--- src/rtl/core/spq_pkg.sv ---
// shared types and constants for the strict priority run queue
package spq_pkg;

    localparam int ID_W     = 8;
    localparam int LVL_W    = 3;
    localparam int DROP_W   = 9;
    localparam int DROP_MAX = 511;

    typedef enum logic [1:0] {
        CMD_ENQUEUE = 2'd0,
        CMD_DEQUEUE = 2'd1,
        CMD_FLUSH   = 2'd2
    } cmd_t;

    typedef enum logic [1:0] {
        ST_OK      = 2'd0,
        ST_FULL    = 2'd1,
        ST_NONE    = 2'd2,
        ST_FLUSHED = 2'd3
    } status_t;

    typedef enum logic [2:0] {
        OP_NOP    = 3'd0,
        OP_ENQ    = 3'd1,
        OP_REJECT = 3'd2,
        OP_DEQ    = 3'd3,
        OP_FLUSH  = 3'd4
    } op_kind_t;

    typedef struct packed {
        op_kind_t          kind;
        logic [ID_W-1:0]   id;
        logic [LVL_W-1:0]  lvl;
    } op_t;

    typedef struct packed {
        status_t           status;
        logic [ID_W-1:0]   next_thread;
        logic [LVL_W-1:0]  served_level;
        logic [DROP_W-1:0] dropped_count;
    } res_t;

endpackage

--- src/rtl/core/spq_fifo.sv ---
// small register fifo used between the front and back and on the result side
module spq_fifo #(
    parameter int WIDTH = 8,
    parameter int DEPTH = 2
) (
    input  logic                         clk,
    input  logic                         rst_n,
    input  logic                         push,
    input  logic [WIDTH-1:0]             wdata,
    output logic                         full,
    input  logic                         pop,
    output logic [WIDTH-1:0]             rdata,
    output logic                         empty,
    output logic [$clog2(DEPTH+1)-1:0]   fill
);

    localparam int IW = $clog2(DEPTH);
    localparam int FW = $clog2(DEPTH + 1);

    logic [WIDTH-1:0] slot_reg [DEPTH];
    logic [IW-1:0]    wr_ptr_reg, wr_ptr_next;
    logic [IW-1:0]    rd_ptr_reg, rd_ptr_next;
    logic [FW-1:0]    fill_reg, fill_next;
    logic             do_push;
    logic             do_pop;

    function automatic logic [IW-1:0] wrap_inc(input logic [IW-1:0] p);
        if (p == IW'(DEPTH - 1))
        begin
            return '0;
        end
        return p + 1'b1;
    endfunction

    assign full    = (fill_reg == FW'(DEPTH));
    assign empty   = (fill_reg == '0);
    assign fill    = fill_reg;
    assign rdata   = slot_reg[rd_ptr_reg];
    assign do_push = push && !full;
    assign do_pop  = pop && !empty;

    always_comb
    begin
        wr_ptr_next = do_push ? wrap_inc(wr_ptr_reg) : wr_ptr_reg;
        rd_ptr_next = do_pop ? wrap_inc(rd_ptr_reg) : rd_ptr_reg;
        fill_next   = fill_reg;
        if (do_push && !do_pop)
        begin
            fill_next = fill_reg + 1'b1;
        end
        else if (do_pop && !do_push)
        begin
            fill_next = fill_reg - 1'b1;
        end
    end

    always_ff @(posedge clk or negedge rst_n)
    begin
        if (!rst_n)
        begin
            wr_ptr_reg <= '0;
            rd_ptr_reg <= '0;
            fill_reg   <= '0;
        end
        else
        begin
            wr_ptr_reg <= wr_ptr_next;
            rd_ptr_reg <= rd_ptr_next;
            fill_reg   <= fill_next;
        end
    end

    always_ff @(posedge clk)
    begin
        if (do_push)
        begin
            slot_reg[wr_ptr_reg] <= wdata;
        end
    end

endmodule

--- src/rtl/core/spq_front.sv ---
// front end: takes items and classifies each command before it is queued
module spq_front import spq_pkg::*; #(
    parameter int LEVELS = 8
) (
    input  logic             clk,
    input  logic             rst_n,
    input  logic             push,
    input  logic [1:0]       command,
    input  logic [ID_W-1:0]  thread_id,
    input  logic [LVL_W-1:0] priority_req,
    output logic             full,
    output logic             op_valid,
    output op_t              op,
    input  logic             op_full
);

    logic valid_reg, valid_next;
    op_t  op_reg, op_next;
    logic accept;
    logic hand_off;

    assign hand_off = valid_reg && !op_full;
    assign full     = valid_reg && op_full;
    assign accept   = push && !full;
    assign op_valid = valid_reg;
    assign op       = op_reg;

    always_comb
    begin
        op_next.id  = thread_id;
        op_next.lvl = priority_req;
        unique case (cmd_t'(command))
            CMD_ENQUEUE: op_next.kind = (32'(priority_req) < LEVELS) ? OP_ENQ : OP_REJECT;
            CMD_DEQUEUE: op_next.kind = OP_DEQ;
            CMD_FLUSH:   op_next.kind = OP_FLUSH;
            default:     op_next.kind = OP_NOP;
        endcase

        valid_next = valid_reg;
        if (accept)
        begin
            valid_next = 1'b1;
        end
        else if (hand_off)
        begin
            valid_next = 1'b0;
        end
    end

    always_ff @(posedge clk or negedge rst_n)
    begin
        if (!rst_n)
        begin
            valid_reg <= 1'b0;
        end
        else
        begin
            valid_reg <= valid_next;
        end
    end

    always_ff @(posedge clk)
    begin
        if (accept)
        begin
            op_reg <= op_next;
        end
    end

endmodule

--- src/rtl/core/spq_back.sv ---
// back end: per-level pointers and counts, the id store, and the result stage
module spq_back import spq_pkg::*; #(
    parameter int LEVELS      = 8,
    parameter int QUEUE_DEPTH = 32
) (
    input  logic clk,
    input  logic rst_n,
    input  logic op_valid,
    input  op_t  op,
    input  logic room,
    output logic op_pop,
    output logic res_valid,
    output res_t res
);

    localparam int LW    = $clog2(LEVELS);
    localparam int PW    = $clog2(QUEUE_DEPTH);
    localparam int CW    = $clog2(QUEUE_DEPTH + 1);
    localparam int SLOTS = LEVELS * QUEUE_DEPTH;
    localparam int AW    = $clog2(SLOTS);
    localparam int TW    = $clog2(SLOTS + 1);

    logic [PW-1:0]   head_reg  [LEVELS];
    logic [PW-1:0]   head_next [LEVELS];
    logic [PW-1:0]   tail_reg  [LEVELS];
    logic [PW-1:0]   tail_next [LEVELS];
    logic [CW-1:0]   count_reg [LEVELS];
    logic [CW-1:0]   count_next[LEVELS];
    logic [TW-1:0]   total_reg, total_next;
    logic            s2_valid_reg;
    res_t            s2_res_reg, s2_res_next;
    logic            s2_rd_reg, s2_rd_next;
    logic [ID_W-1:0] rd_data_reg;
    logic [ID_W-1:0] store_mem [SLOTS];

    logic            exec;
    logic [LW-1:0]   lvl_idx;
    logic            enq_full;
    logic            found;
    logic [LW-1:0]   sel;
    logic [AW-1:0]   wr_addr;
    logic [AW-1:0]   rd_addr;
    logic            do_write;
    logic            do_read;

    function automatic logic [PW-1:0] bump(input logic [PW-1:0] p);
        if (p == PW'(QUEUE_DEPTH - 1))
        begin
            return '0;
        end
        return p + 1'b1;
    endfunction

    assign exec     = op_valid && room;
    assign op_pop   = exec;
    assign lvl_idx  = LW'(op.lvl);
    assign enq_full = (count_reg[lvl_idx] == CW'(QUEUE_DEPTH));

    // lowest numbered non-empty level wins
    always_comb
    begin
        found = 1'b0;
        sel   = '0;
        for (int i = LEVELS - 1; i >= 0; i--)
        begin
            if (count_reg[i] != '0)
            begin
                found = 1'b1;
                sel   = LW'(i);
            end
        end
    end

    assign wr_addr  = AW'(AW'(lvl_idx) * AW'(QUEUE_DEPTH)) + AW'(tail_reg[lvl_idx]);
    assign rd_addr  = AW'(AW'(sel) * AW'(QUEUE_DEPTH)) + AW'(head_reg[sel]);
    assign do_write = exec && (op.kind == OP_ENQ) && !enq_full;
    assign do_read  = exec && (op.kind == OP_DEQ) && found;

    always_comb
    begin
        head_next  = head_reg;
        tail_next  = tail_reg;
        count_next = count_reg;
        total_next = total_reg;
        s2_rd_next = 1'b0;
        s2_res_next.status        = ST_OK;
        s2_res_next.next_thread   = '0;
        s2_res_next.served_level  = '0;
        s2_res_next.dropped_count = '0;

        if (exec)
        begin
            case (op.kind)
                OP_ENQ:
                begin
                    if (enq_full)
                    begin
                        s2_res_next.status = ST_FULL;
                    end
                    else
                    begin
                        tail_next[lvl_idx]  = bump(tail_reg[lvl_idx]);
                        count_next[lvl_idx] = count_reg[lvl_idx] + 1'b1;
                        total_next          = total_reg + 1'b1;
                    end
                end
                OP_REJECT:
                begin
                    s2_res_next.status = ST_FULL;
                end
                OP_DEQ:
                begin
                    if (found)
                    begin
                        head_next[sel]           = bump(head_reg[sel]);
                        count_next[sel]          = count_reg[sel] - 1'b1;
                        total_next               = total_reg - 1'b1;
                        s2_res_next.served_level = LVL_W'(sel);
                        s2_rd_next               = 1'b1;
                    end
                    else
                    begin
                        s2_res_next.status = ST_NONE;
                    end
                end
                OP_FLUSH:
                begin
                    for (int i = 0; i < LEVELS; i++)
                    begin
                        head_next[i]  = '0;
                        tail_next[i]  = '0;
                        count_next[i] = '0;
                    end
                    total_next         = '0;
                    s2_res_next.status = ST_FLUSHED;
                    s2_res_next.dropped_count = (32'(total_reg) > DROP_MAX)
                        ? DROP_W'(DROP_MAX) : DROP_W'(total_reg);
                end
                default:
                begin
                    s2_res_next.status = ST_OK;
                end
            endcase
        end
    end

    always_ff @(posedge clk or negedge rst_n)
    begin
        if (!rst_n)
        begin
            for (int i = 0; i < LEVELS; i++)
            begin
                head_reg[i]  <= '0;
                tail_reg[i]  <= '0;
                count_reg[i] <= '0;
            end
            total_reg    <= '0;
            s2_valid_reg <= 1'b0;
        end
        else
        begin
            head_reg     <= head_next;
            tail_reg     <= tail_next;
            count_reg    <= count_next;
            total_reg    <= total_next;
            s2_valid_reg <= exec;
        end
    end

    always_ff @(posedge clk)
    begin
        if (exec)
        begin
            s2_res_reg <= s2_res_next;
            s2_rd_reg  <= s2_rd_next;
        end
    end

    always_ff @(posedge clk)
    begin
        if (do_write)
        begin
            store_mem[wr_addr] <= op.id;
        end
        if (do_read)
        begin
            rd_data_reg <= store_mem[rd_addr];
        end
    end

    always_comb
    begin
        res             = s2_res_reg;
        res.next_thread = s2_rd_reg ? rd_data_reg : '0;
    end

    assign res_valid = s2_valid_reg;

    assert property (@(posedge clk) disable iff (!rst_n)
        s2_valid_reg == $past(exec))
        else $error("result stage out of step with execute");

    assert property (@(posedge clk) disable iff (!rst_n)
        exec && (op.kind == OP_FLUSH) |=> (total_reg == '0) && (count_reg[0] == '0))
        else $error("flush left ids behind");

    assert property (@(posedge clk) disable iff (!rst_n)
        exec && (op.kind == OP_DEQ) && found |=> total_reg == $past(total_reg) - 1'b1)
        else $error("dequeue did not reduce the total");

endmodule

--- src/rtl/core/strict_priority_run_queue.sv ---
// Strict priority run queue: one fifo of thread ids per priority level, level 0
// served first. Commands are enqueue, dequeue (head of the lowest numbered
// non-empty level, or "nothing ready") and flush (drop everything and report
// how many ids went). Every item yields exactly one result item. One item per
// clock is sustained as long as results are popped; each command is carried
// out in the execute step, which updates the pointers and counts of the level it
// touches (all levels on a flush) and uses the id store at most once. A result
// passes from the front register through the command queue, the execute step and
// the store read stage into the result queue. There is no clearing pass after reset.
module strict_priority_run_queue import spq_pkg::*; #(
    parameter int LEVELS      = 8,
    parameter int QUEUE_DEPTH = 32
) (
    input  logic              clk,
    input  logic              rst_n,
    input  logic              push,
    output logic              full,
    input  logic [1:0]        command,
    input  logic [ID_W-1:0]   thread_id,
    input  logic [LVL_W-1:0]  priority_req,
    output logic              empty,
    input  logic              pop,
    output logic [1:0]        status,
    output logic [ID_W-1:0]   next_thread,
    output logic [LVL_W-1:0]  served_level,
    output logic [DROP_W-1:0] dropped_count
);

    localparam int MID_DEPTH = 2;
    localparam int OUT_DEPTH = 4;
    localparam int MFW       = $clog2(MID_DEPTH + 1);
    localparam int OFW       = $clog2(OUT_DEPTH + 1);

    logic           front_valid;
    op_t            front_op;
    logic           mid_full;
    logic           mid_empty;
    op_t            mid_op;
    logic [MFW-1:0] mid_fill;
    logic           mid_pop;
    logic           room;
    logic           res_valid;
    res_t           res;
    res_t           out_res;
    logic           out_full;
    logic [OFW-1:0] out_fill;

    spq_front #(
        .LEVELS (LEVELS)
    ) u_front (
        .clk          (clk),
        .rst_n        (rst_n),
        .push         (push),
        .command      (command),
        .thread_id    (thread_id),
        .priority_req (priority_req),
        .full         (full),
        .op_valid     (front_valid),
        .op           (front_op),
        .op_full      (mid_full)
    );

    spq_fifo #(
        .WIDTH ($bits(op_t)),
        .DEPTH (MID_DEPTH)
    ) u_mid_q (
        .clk   (clk),
        .rst_n (rst_n),
        .push  (front_valid),
        .wdata (front_op),
        .full  (mid_full),
        .pop   (mid_pop),
        .rdata (mid_op),
        .empty (mid_empty),
        .fill  (mid_fill)
    );

    // reserve a result slot for the item in the read stage
    assign room = (out_fill + OFW'(res_valid)) < OFW'(OUT_DEPTH);

    spq_back #(
        .LEVELS      (LEVELS),
        .QUEUE_DEPTH (QUEUE_DEPTH)
    ) u_back (
        .clk       (clk),
        .rst_n     (rst_n),
        .op_valid  (!mid_empty),
        .op        (mid_op),
        .room      (room),
        .op_pop    (mid_pop),
        .res_valid (res_valid),
        .res       (res)
    );

    spq_fifo #(
        .WIDTH ($bits(res_t)),
        .DEPTH (OUT_DEPTH)
    ) u_out_q (
        .clk   (clk),
        .rst_n (rst_n),
        .push  (res_valid),
        .wdata (res),
        .full  (out_full),
        .pop   (pop),
        .rdata (out_res),
        .empty (empty),
        .fill  (out_fill)
    );

    assign status        = out_res.status;
    assign next_thread   = out_res.next_thread;
    assign served_level  = out_res.served_level;
    assign dropped_count = out_res.dropped_count;

    assert property (@(posedge clk) disable iff (!rst_n)
        res_valid |-> !out_full)
        else $error("result item arrived at a full result queue");

    assert property (@(posedge clk) disable iff (!rst_n)
        mid_pop |-> (mid_fill != '0) && room)
        else $error("command taken without a queued item or result slot");

endmodule

--- config.mk ---
export PLATFORM = sky130hd
export DESIGN_NAME = strict_priority_run_queue
export DESIGN_NICKNAME = d
export VERILOG_FILES = /design/src/rtl/core/spq_pkg.sv /design/src/rtl/core/spq_fifo.sv /design/src/rtl/core/spq_front.sv /design/src/rtl/core/spq_back.sv /design/src/rtl/core/strict_priority_run_queue.sv
export SDC_FILE = /design/constraint.sdc
export NUM_CORES = 2
export LEC_CHECK = 0
export BUFFER_PORTS_ARGS = -buffer_cell sky130_fd_sc_hd__buf_4
export CORE_UTILIZATION = 30
export DETAILED_ROUTE_END_ITERATION = 12
export GPL_ROUTABILITY_DRIVEN = 1
export PLACE_DENSITY = 0.5
export SYNTH_ARGS = -nofsm -noshare
export SYNTH_HDL_FRONTEND = slang
export SYNTH_SLANG_ARGS = --single-unit
--- constraint.sdc ---
create_clock -name clk -period 7 [get_ports clk]
set_clock_uncertainty 0.1 [all_clocks]
set_input_delay 0.35 -clock clk [delete_from_list [all_inputs] [get_ports clk]]
set_output_delay 0.35 -clock clk [all_outputs]
set_load 0.005 [all_outputs]
# ---- Word level (Yosys, flattened, before mapping)
# Memory sizes are Yosys's and may differ from the RTL's. A register that Yosys moved wholly into a read port is not among the register bits.
# Index checks and enable logic that the tools add are counted.
dict set report totals {
  out_inout_bits 24
  input_bits 17
  mem_bits_rw 2164
  memories 3
  regBits 179
}
# memory depth word_bits rd rd_ports_with_merged_regs write_ports line_no
set memory_table {}
lappend memory_table {u_back.store_mem 256 8 1 1 1 spq_back.sv:34} ;# logic [ID_W-1:0] store_mem [SLOTS];
lappend memory_table {u_out_q.slot_reg 4 22 1 0 1 spq_fifo.sv:20} ;# logic [WIDTH-1:0] slot_reg [DEPTH];
lappend memory_table {u_mid_q.slot_reg 2 14 1 0 1 spq_fifo.sv:20}
dict set report op_classes {
  eq_ne 15
  n_bitwise 2
  n_addsub 17
  magnitude_cmp 5
  n_mux 98
  reduce_logical 48
}
# cell n
set ops {}
lappend ops {{one-hot mux 40 bit (2 select lines)} 2}
lappend ops {{one-hot mux 48 bit (3 select lines)} 1}
lappend ops {{bitwise mux 48 bit} 2}
lappend ops {{two-way mux 48 bit} 2}
lappend ops {{bitwise mux 40 bit} 2}
lappend ops {{two-way mux 40 bit} 2}
lappend ops {{two-way mux 5 bit} 16}
lappend ops {{nonzero test 6 bit} 8}
lappend ops {{binary-select mux 6 bit (select 3 bit)} 2}
lappend ops {{demux 6 bit (select 3 bit)} 2}
lappend ops {{two-way mux 6 bit} 6}
lappend ops {{two-way mux 1 bit} 34}
lappend ops {{binary-select mux 5 bit (select 3 bit)} 2}
lappend ops {{demux 5 bit (select 3 bit)} 2}
lappend ops {{two-way mux 3 bit} 10}
lappend ops {{one-hot mux 9 bit (3 select lines)} 1}
lappend ops {{two-way mux 9 bit} 2}
lappend ops {{logical AND 1 bit} 17}
lappend ops {{adder 8 x 5 -> 8 bit} 2}
lappend ops {{two-way mux 2 bit} 7}
lappend ops {{adder 5 x 1 -> 5 bit (second input constant)} 2}
lappend ops {{equality test 5 bit (second input constant)} 2}
lappend ops {{logical NOT 1 bit} 10}
lappend ops {{nonzero test 2 bit} 5}
lappend ops {{other kinds (31)} 44}

# ---- Logic depth before layout (Yosys ltp)
dict set report logic_depth {
  ltp_word 25
  mapped_depth 21
}

# ---- Hierarchy
# A second synthesis with hierarchy kept.
dict set report hier_totals {
  cells_unflattened 6344
  hier_area_um2 95629.2
}
# mod n_inst seq_area_each_um2 area_each_um2 cells_each
set by_module_without_submodules {}
lappend by_module_without_submodules {spq_back 1 65643.0 90244.1 6105}
lappend by_module_without_submodules {{spq_fifo at u_out_q} 1 2817.7 3613.5 152}
lappend by_module_without_submodules {{spq_fifo at u_mid_q} 1 940.9 1260.0 63}
lappend by_module_without_submodules {spq_front 1 445.4 489.2 21}
lappend by_module_without_submodules {strict_priority_run_queue 1 0.0 22.5 3}

# ---- Least setup slack after synthesis
# No wires, ideal clock.
dict set report synth_timing {
  path_type {register to register}
  start {register u_back.count_reg[0] in the netlist's numbering}
  end {register u_back.rd_data_reg[4], read port of u_back.store_mem (data pin)}
  path_stages_with_launch 15
  arrival_time_ns 4.297
  setup_time_ns 0.272
  period_less_slack_ns 4.669
  n_path_buf 1
  setup_slack_ns 2.331
  cell_sequence {dfrtp_1 > or4_4 > o211ai_4 > a21oi_4 > o21ai_2 > mux2_2 > a2111oi_4 > inv_2 > nand3_1 > clkbuf_1 > o22ai_1 > a2111oi_1 > nor2_1 > or4_1 > or4_1}
}
dict set report synth_via {
  elab_chain_cells 14
  word_cells_on_any_way 23
}
# item line_no
set synth_rtl {}
lappend synth_rtl {{start: declaration} spq_back.sv:27} ;# logic [CW-1:0] count_reg [LEVELS];
lappend synth_rtl {{start signal: assignment} spq_back.sv:164} ;# count_reg <= count_next;
lappend synth_rtl {{nonzero test 6 bit *} spq_back.sv:66} ;# if (count_reg[i] != '0)
lappend synth_rtl {{two-way mux 3 bit (8 in a row)} spq_back.sv:66}
lappend synth_rtl {{inverter 3 -> 4 bit (not written as such)} spq_back.sv:75} ;# assign rd_addr = AW'(AW'(sel) * AW'(QUEUE_DEPTH)) + AW'(head_reg[sel]);
lappend synth_rtl {{binary-select mux 5 bit (select 3 bit)} spq_back.sv:75}
lappend synth_rtl {{two-way mux 5 bit (not written as such) (2 in a row)} spq_back.sv:75}
lappend synth_rtl {{adder 8 x 5 -> 8 bit} spq_back.sv:75}
lappend synth_rtl {{end: declaration} spq_back.sv:33} ;# logic [ID_W-1:0] rd_data_reg;
# Every way passes the cells marked *; elsewhere a longest branch is shown, timed or not. The select of a mux whose other input is x is not followed.
# A chain may end at the register's enable or synchronous reset.

# ---- Worst setup path after layout
dict set report layout_timing {
  start {register u_back.count_reg[37] in the netlist's numbering}
  end {register u_back.rd_data_reg[0], read port of u_back.store_mem (data pin)}
}
dict set report layout_via {
  elab_chain_cells 8
  word_cells_on_any_way 11
}
# item line_no
set layout_rtl {}
lappend layout_rtl {{nonzero test 6 bit *} spq_back.sv:66}
lappend layout_rtl {{two-way mux 3 bit (2 in a row)} spq_back.sv:66}
lappend layout_rtl {{inverter 3 -> 4 bit (not written as such)} spq_back.sv:75}
lappend layout_rtl {{binary-select mux 5 bit (select 3 bit)} spq_back.sv:75}
lappend layout_rtl {{two-way mux 5 bit (not written as such) (2 in a row)} spq_back.sv:75}
lappend layout_rtl {{adder 8 x 5 -> 8 bit} spq_back.sv:75}
# Marks and branches as above.

==> results.json <==
{
  "path_max_fanout": 36,
  "ir_worst_vdd_mv": 0.590,
  "fill_cells": 29600,
  "critical_path_class": "register to register",
  "row_count": 205,
  "viasPerCell": 5.28,
  "routed_wl_um": 299000,
  "critPathCapture": "u_back.rd_data_reg[0]$_DFFE_PP_",
  "path_buf_inv": 5,
  "final_common_cell": "edfxtp_1",
  "critical_path.startpoint": "u_back.count_reg[37]$_DFFE_PN0P_",
  "outcome": "finished, violations left",
  "yosysSeqAreaShare_pct": 74.1,
  "area_delta_synth_final_pct": 17.4,
  "htreeDepth": 4,
  "met3_length_um": 18600,
  "routed.top_layer": "met5",
  "antenna_left": 0,
  "die_w_um": 563,
  "fmax_ghz": 0.148,
  "fin_nets": 6490,
  "reg2reg_depth": 17,
  "synth-edff-count": 2201,
  "cts_setup_buffers": 0,
  "crit_path_cell_trace": "nor4_2 -> and4_1 -> nand4_1 -> nor3_1 -> a311oi_4 -> nand3_4 -> buf_4 -> buf_12 -> buf_4 -> mux2i_1 -> o22ai_1 -> nor4_1 -> o22ai_1 -> nor4_1 -> buf_4 -> nand4b_1 -> buf_4",
  "clkSinkCount": 2351,
  "grt_pass1_wl_um": 426000,
  "firstDrtPassIters": 8,
  "worstMarginPinSlew_ns": 1.60,
  "ys_types": 92,
  "grt_usage_pct": 18.5,
  "dr_wl_met2_um": 141000,
  "async_reset_ff_share_pct": 6.38,
  "critPathArrivalTime_ns": 7.35,
  "p_total_w": 0.0539,
  "port_buffers": 40,
  "p_per_area_nw_per_um2": 487,
  "seq_area_um2": 69800,
  "synthCells": 6011,
  "worst_setup_path_start_kind": "register",
  "clock_latency_ns": 0.92,
  "first_iter_violations": 6171,
  "slowest_delay_ns": 0.81,
  "initial_core_util_pct": 30.2,
  "setup_viol": 0,
  "cts_tree": "built",
  "r2r_end": "u_back.rd_data_reg[0]$_DFFE_PP_",
  "die-area_um2": 316000,
  "largest_reg_flops": 2048,
  "globalplace.congestion": 0.889,
  "slew_viol_final": 49,
  "synth-seq-cells": 2351,
  "rsz0062_at_grt": "false",
  "numCtsBuffers": 247,
  "detailed_place_hpwl_um": 188000,
  "ios": 41,
  "multi_input_area_um2": 22900,
  "avgRoutedWirePerCell_um": 27.7,
  "cts-root-buf": "clkbuf_16",
  "min_path_type": "input pin to register",
  "leakagePower_nw": 39.0,
  "period_share_pct": 96.8,
  "vias": 57000,
  "worst_setup_path_end_kind": "register",
  "required_ns": 7.58,
  "hold_slack_ns": 0.103,
  "relSlewSlack_pct": -6.52,
  "crit_cells": 17,
  "die_y_um": 563,
  "syn_area_um2": 94300,
  "rrSetupSlack_ns": 0.23,
  "core-area_um2": 312000,
  "layout_common_cells": "2201 x edfxtp_1, 639 x nand2_1, 593 x mux2i_1",
  "syn_nets": 6054,
  "drive_gt1_share_pct": 16.0,
  "grt_pass1_vias": 56100,
  "synth.avg_cell_area_um2": 15.7,
  "fin_setup_tns_ns": 0,
  "critPathSlowestCell": "nor4_1",
  "path_clk_slew_ns": 0.06,
  "ys.flop_type": "edfxtp_1",
  "fin_crit_ns": 6.77,
  "r2r-start": "u_back.count_reg[37]$_DFFE_PN0P_",
  "wirelength_met1_um": 131000,
  "cp_top_family": "simple AND/OR/NAND/NOR gates",
  "cap_violations": 0,
  "drc": 0,
  "clockBufferDepth": 4,
  "yosysWarnings": 0,
  "overflow": 0,
  "hold_viol": 0,
  "violations": "slew limit",
  "antenna_found_initial": 16,
  "grt_start_max_net_pins": 189,
  "cpMostUsedCell": "buf_4"
}
-- cells in the mapped netlist, types with 11 or more instances --
cell type	count	area share, %
nand2b_1	17	0.11
and2_1	52	0.35
o221ai_1	14	0.13
mux4_2	95	2.3
a21oi_1	151	0.80
buf_4	49	0.39
nand2_1	653	2.6
and3_1	18	0.12
a211oi_1	32	0.25
o22ai_1	328	2.2
xnor2_1	17	0.16
and4_1	14	0.13
nor3_1	21	0.11
mux2i_1	593	6.3
a311oi_1	12	0.11
clkbuf_1	198	0.79
nand3_1	231	1.2
buf_1	23	0.092
dfrtp_1	150	4.0
a22oi_1	29	0.23
nor2_1	344	1.4
edfxtp_1	2201	70
a2111oi_0	48	0.45
nor4_1	67	0.44
buf_6	16	0.19
a31oi_1	23	0.15
ha_1	24	0.32
nand4_1	43	0.29
inv_1	27	0.11
a22o_1	68	0.63
o21ai_0	94	0.50
o41ai_1	15	0.14
mux2_2	23	0.27
or4_1	17	0.14
o22a_1	12	0.11
o31ai_1	40	0.32
buf_2	74	0.39
o211ai_1	11	0.088
-- per-stage QoR --
stage / area, um2 / util (%) / instances / worst slack [ns]
after floorplan: 94300 / - / 6011 / 2.33
final: 111000 / 35.5 / 10800 / 0.227
after global placement: 102000 / 32.8 / 10300 / 0.238
after global routing: 111000 / 35.4 / 10800 / 0.0514
after detailed placement: 102000 / 32.8 / 10300 / 0.207
after CTS: 111000 / 35.4 / 10800 / 0.246
-- area by class of cell --
cell class	count	area share [%]
sequential	2351	63.1
multi-input combinational	3271	20.7
clock buffer	294	5.80
tap	4140	4.68
timing repair buffer	547	4.16
clock inverter	155	1.41
inverter	29	0.110
antenna	9	0.0204
-- cells by family after synthesis --
kind of cell	after synthesis	synth area share, %
flops	2351	74.1
simple gates	1512	7.21
compound gates	989	7.19
mux	717	8.92
buf+inv	389	1.97
xor+xnor	27	0.251
fa+ha+maj	26	0.361
-- power by group --
group	total (W)	internal [W]	switching (W)
Clock	0.0131	0.00754	0.00555
Combinational	0.0225	0.00725	0.0153
Sequential	0.0183	0.0178	0.000423
-- per-layer routing --
metal  GRT usage (%)  up-vias
li1                -    24500
met1            25.6    29900
met2            30.2     2097
met3            2.55      429
met4            5.42        4
met5               0        -
-- worst min path at each step --
stage,startpoint,endpoint,slack [ns],cells after the start
2_1_floorplan,rst_n,u_back.count_reg[0]$_DFFE_PN0P_,-0.05,0
3_3_place_gp,u_front.op[10]$_DFFE_PP_,u_mid_q.slot_reg[0][10]$_DFFE_PP_,0.33,0
3_5_place_dp,rst_n,u_out_q.fill[0]$_DFFE_PN0P_,0.34,1
4_1_cts,priority_req[2],u_front.op[2]$_DFFE_PP_,0.06,2
5_1_grt,thread_id[7],u_front.op[10]$_DFFE_PP_,0.09,2
6_report,thread_id[4],u_front.op[7]$_DFFE_PP_,0.10,2
-- repair_timing --
action                                  4_1_cts  5_1_grt
gates resized for setup                       0        1
hold buffers                                 19        0
endpoints found under the setup margin        0        1
hold endpoints to repair                     88        0
No activity file was read; power rests on OpenSTA's default activity.
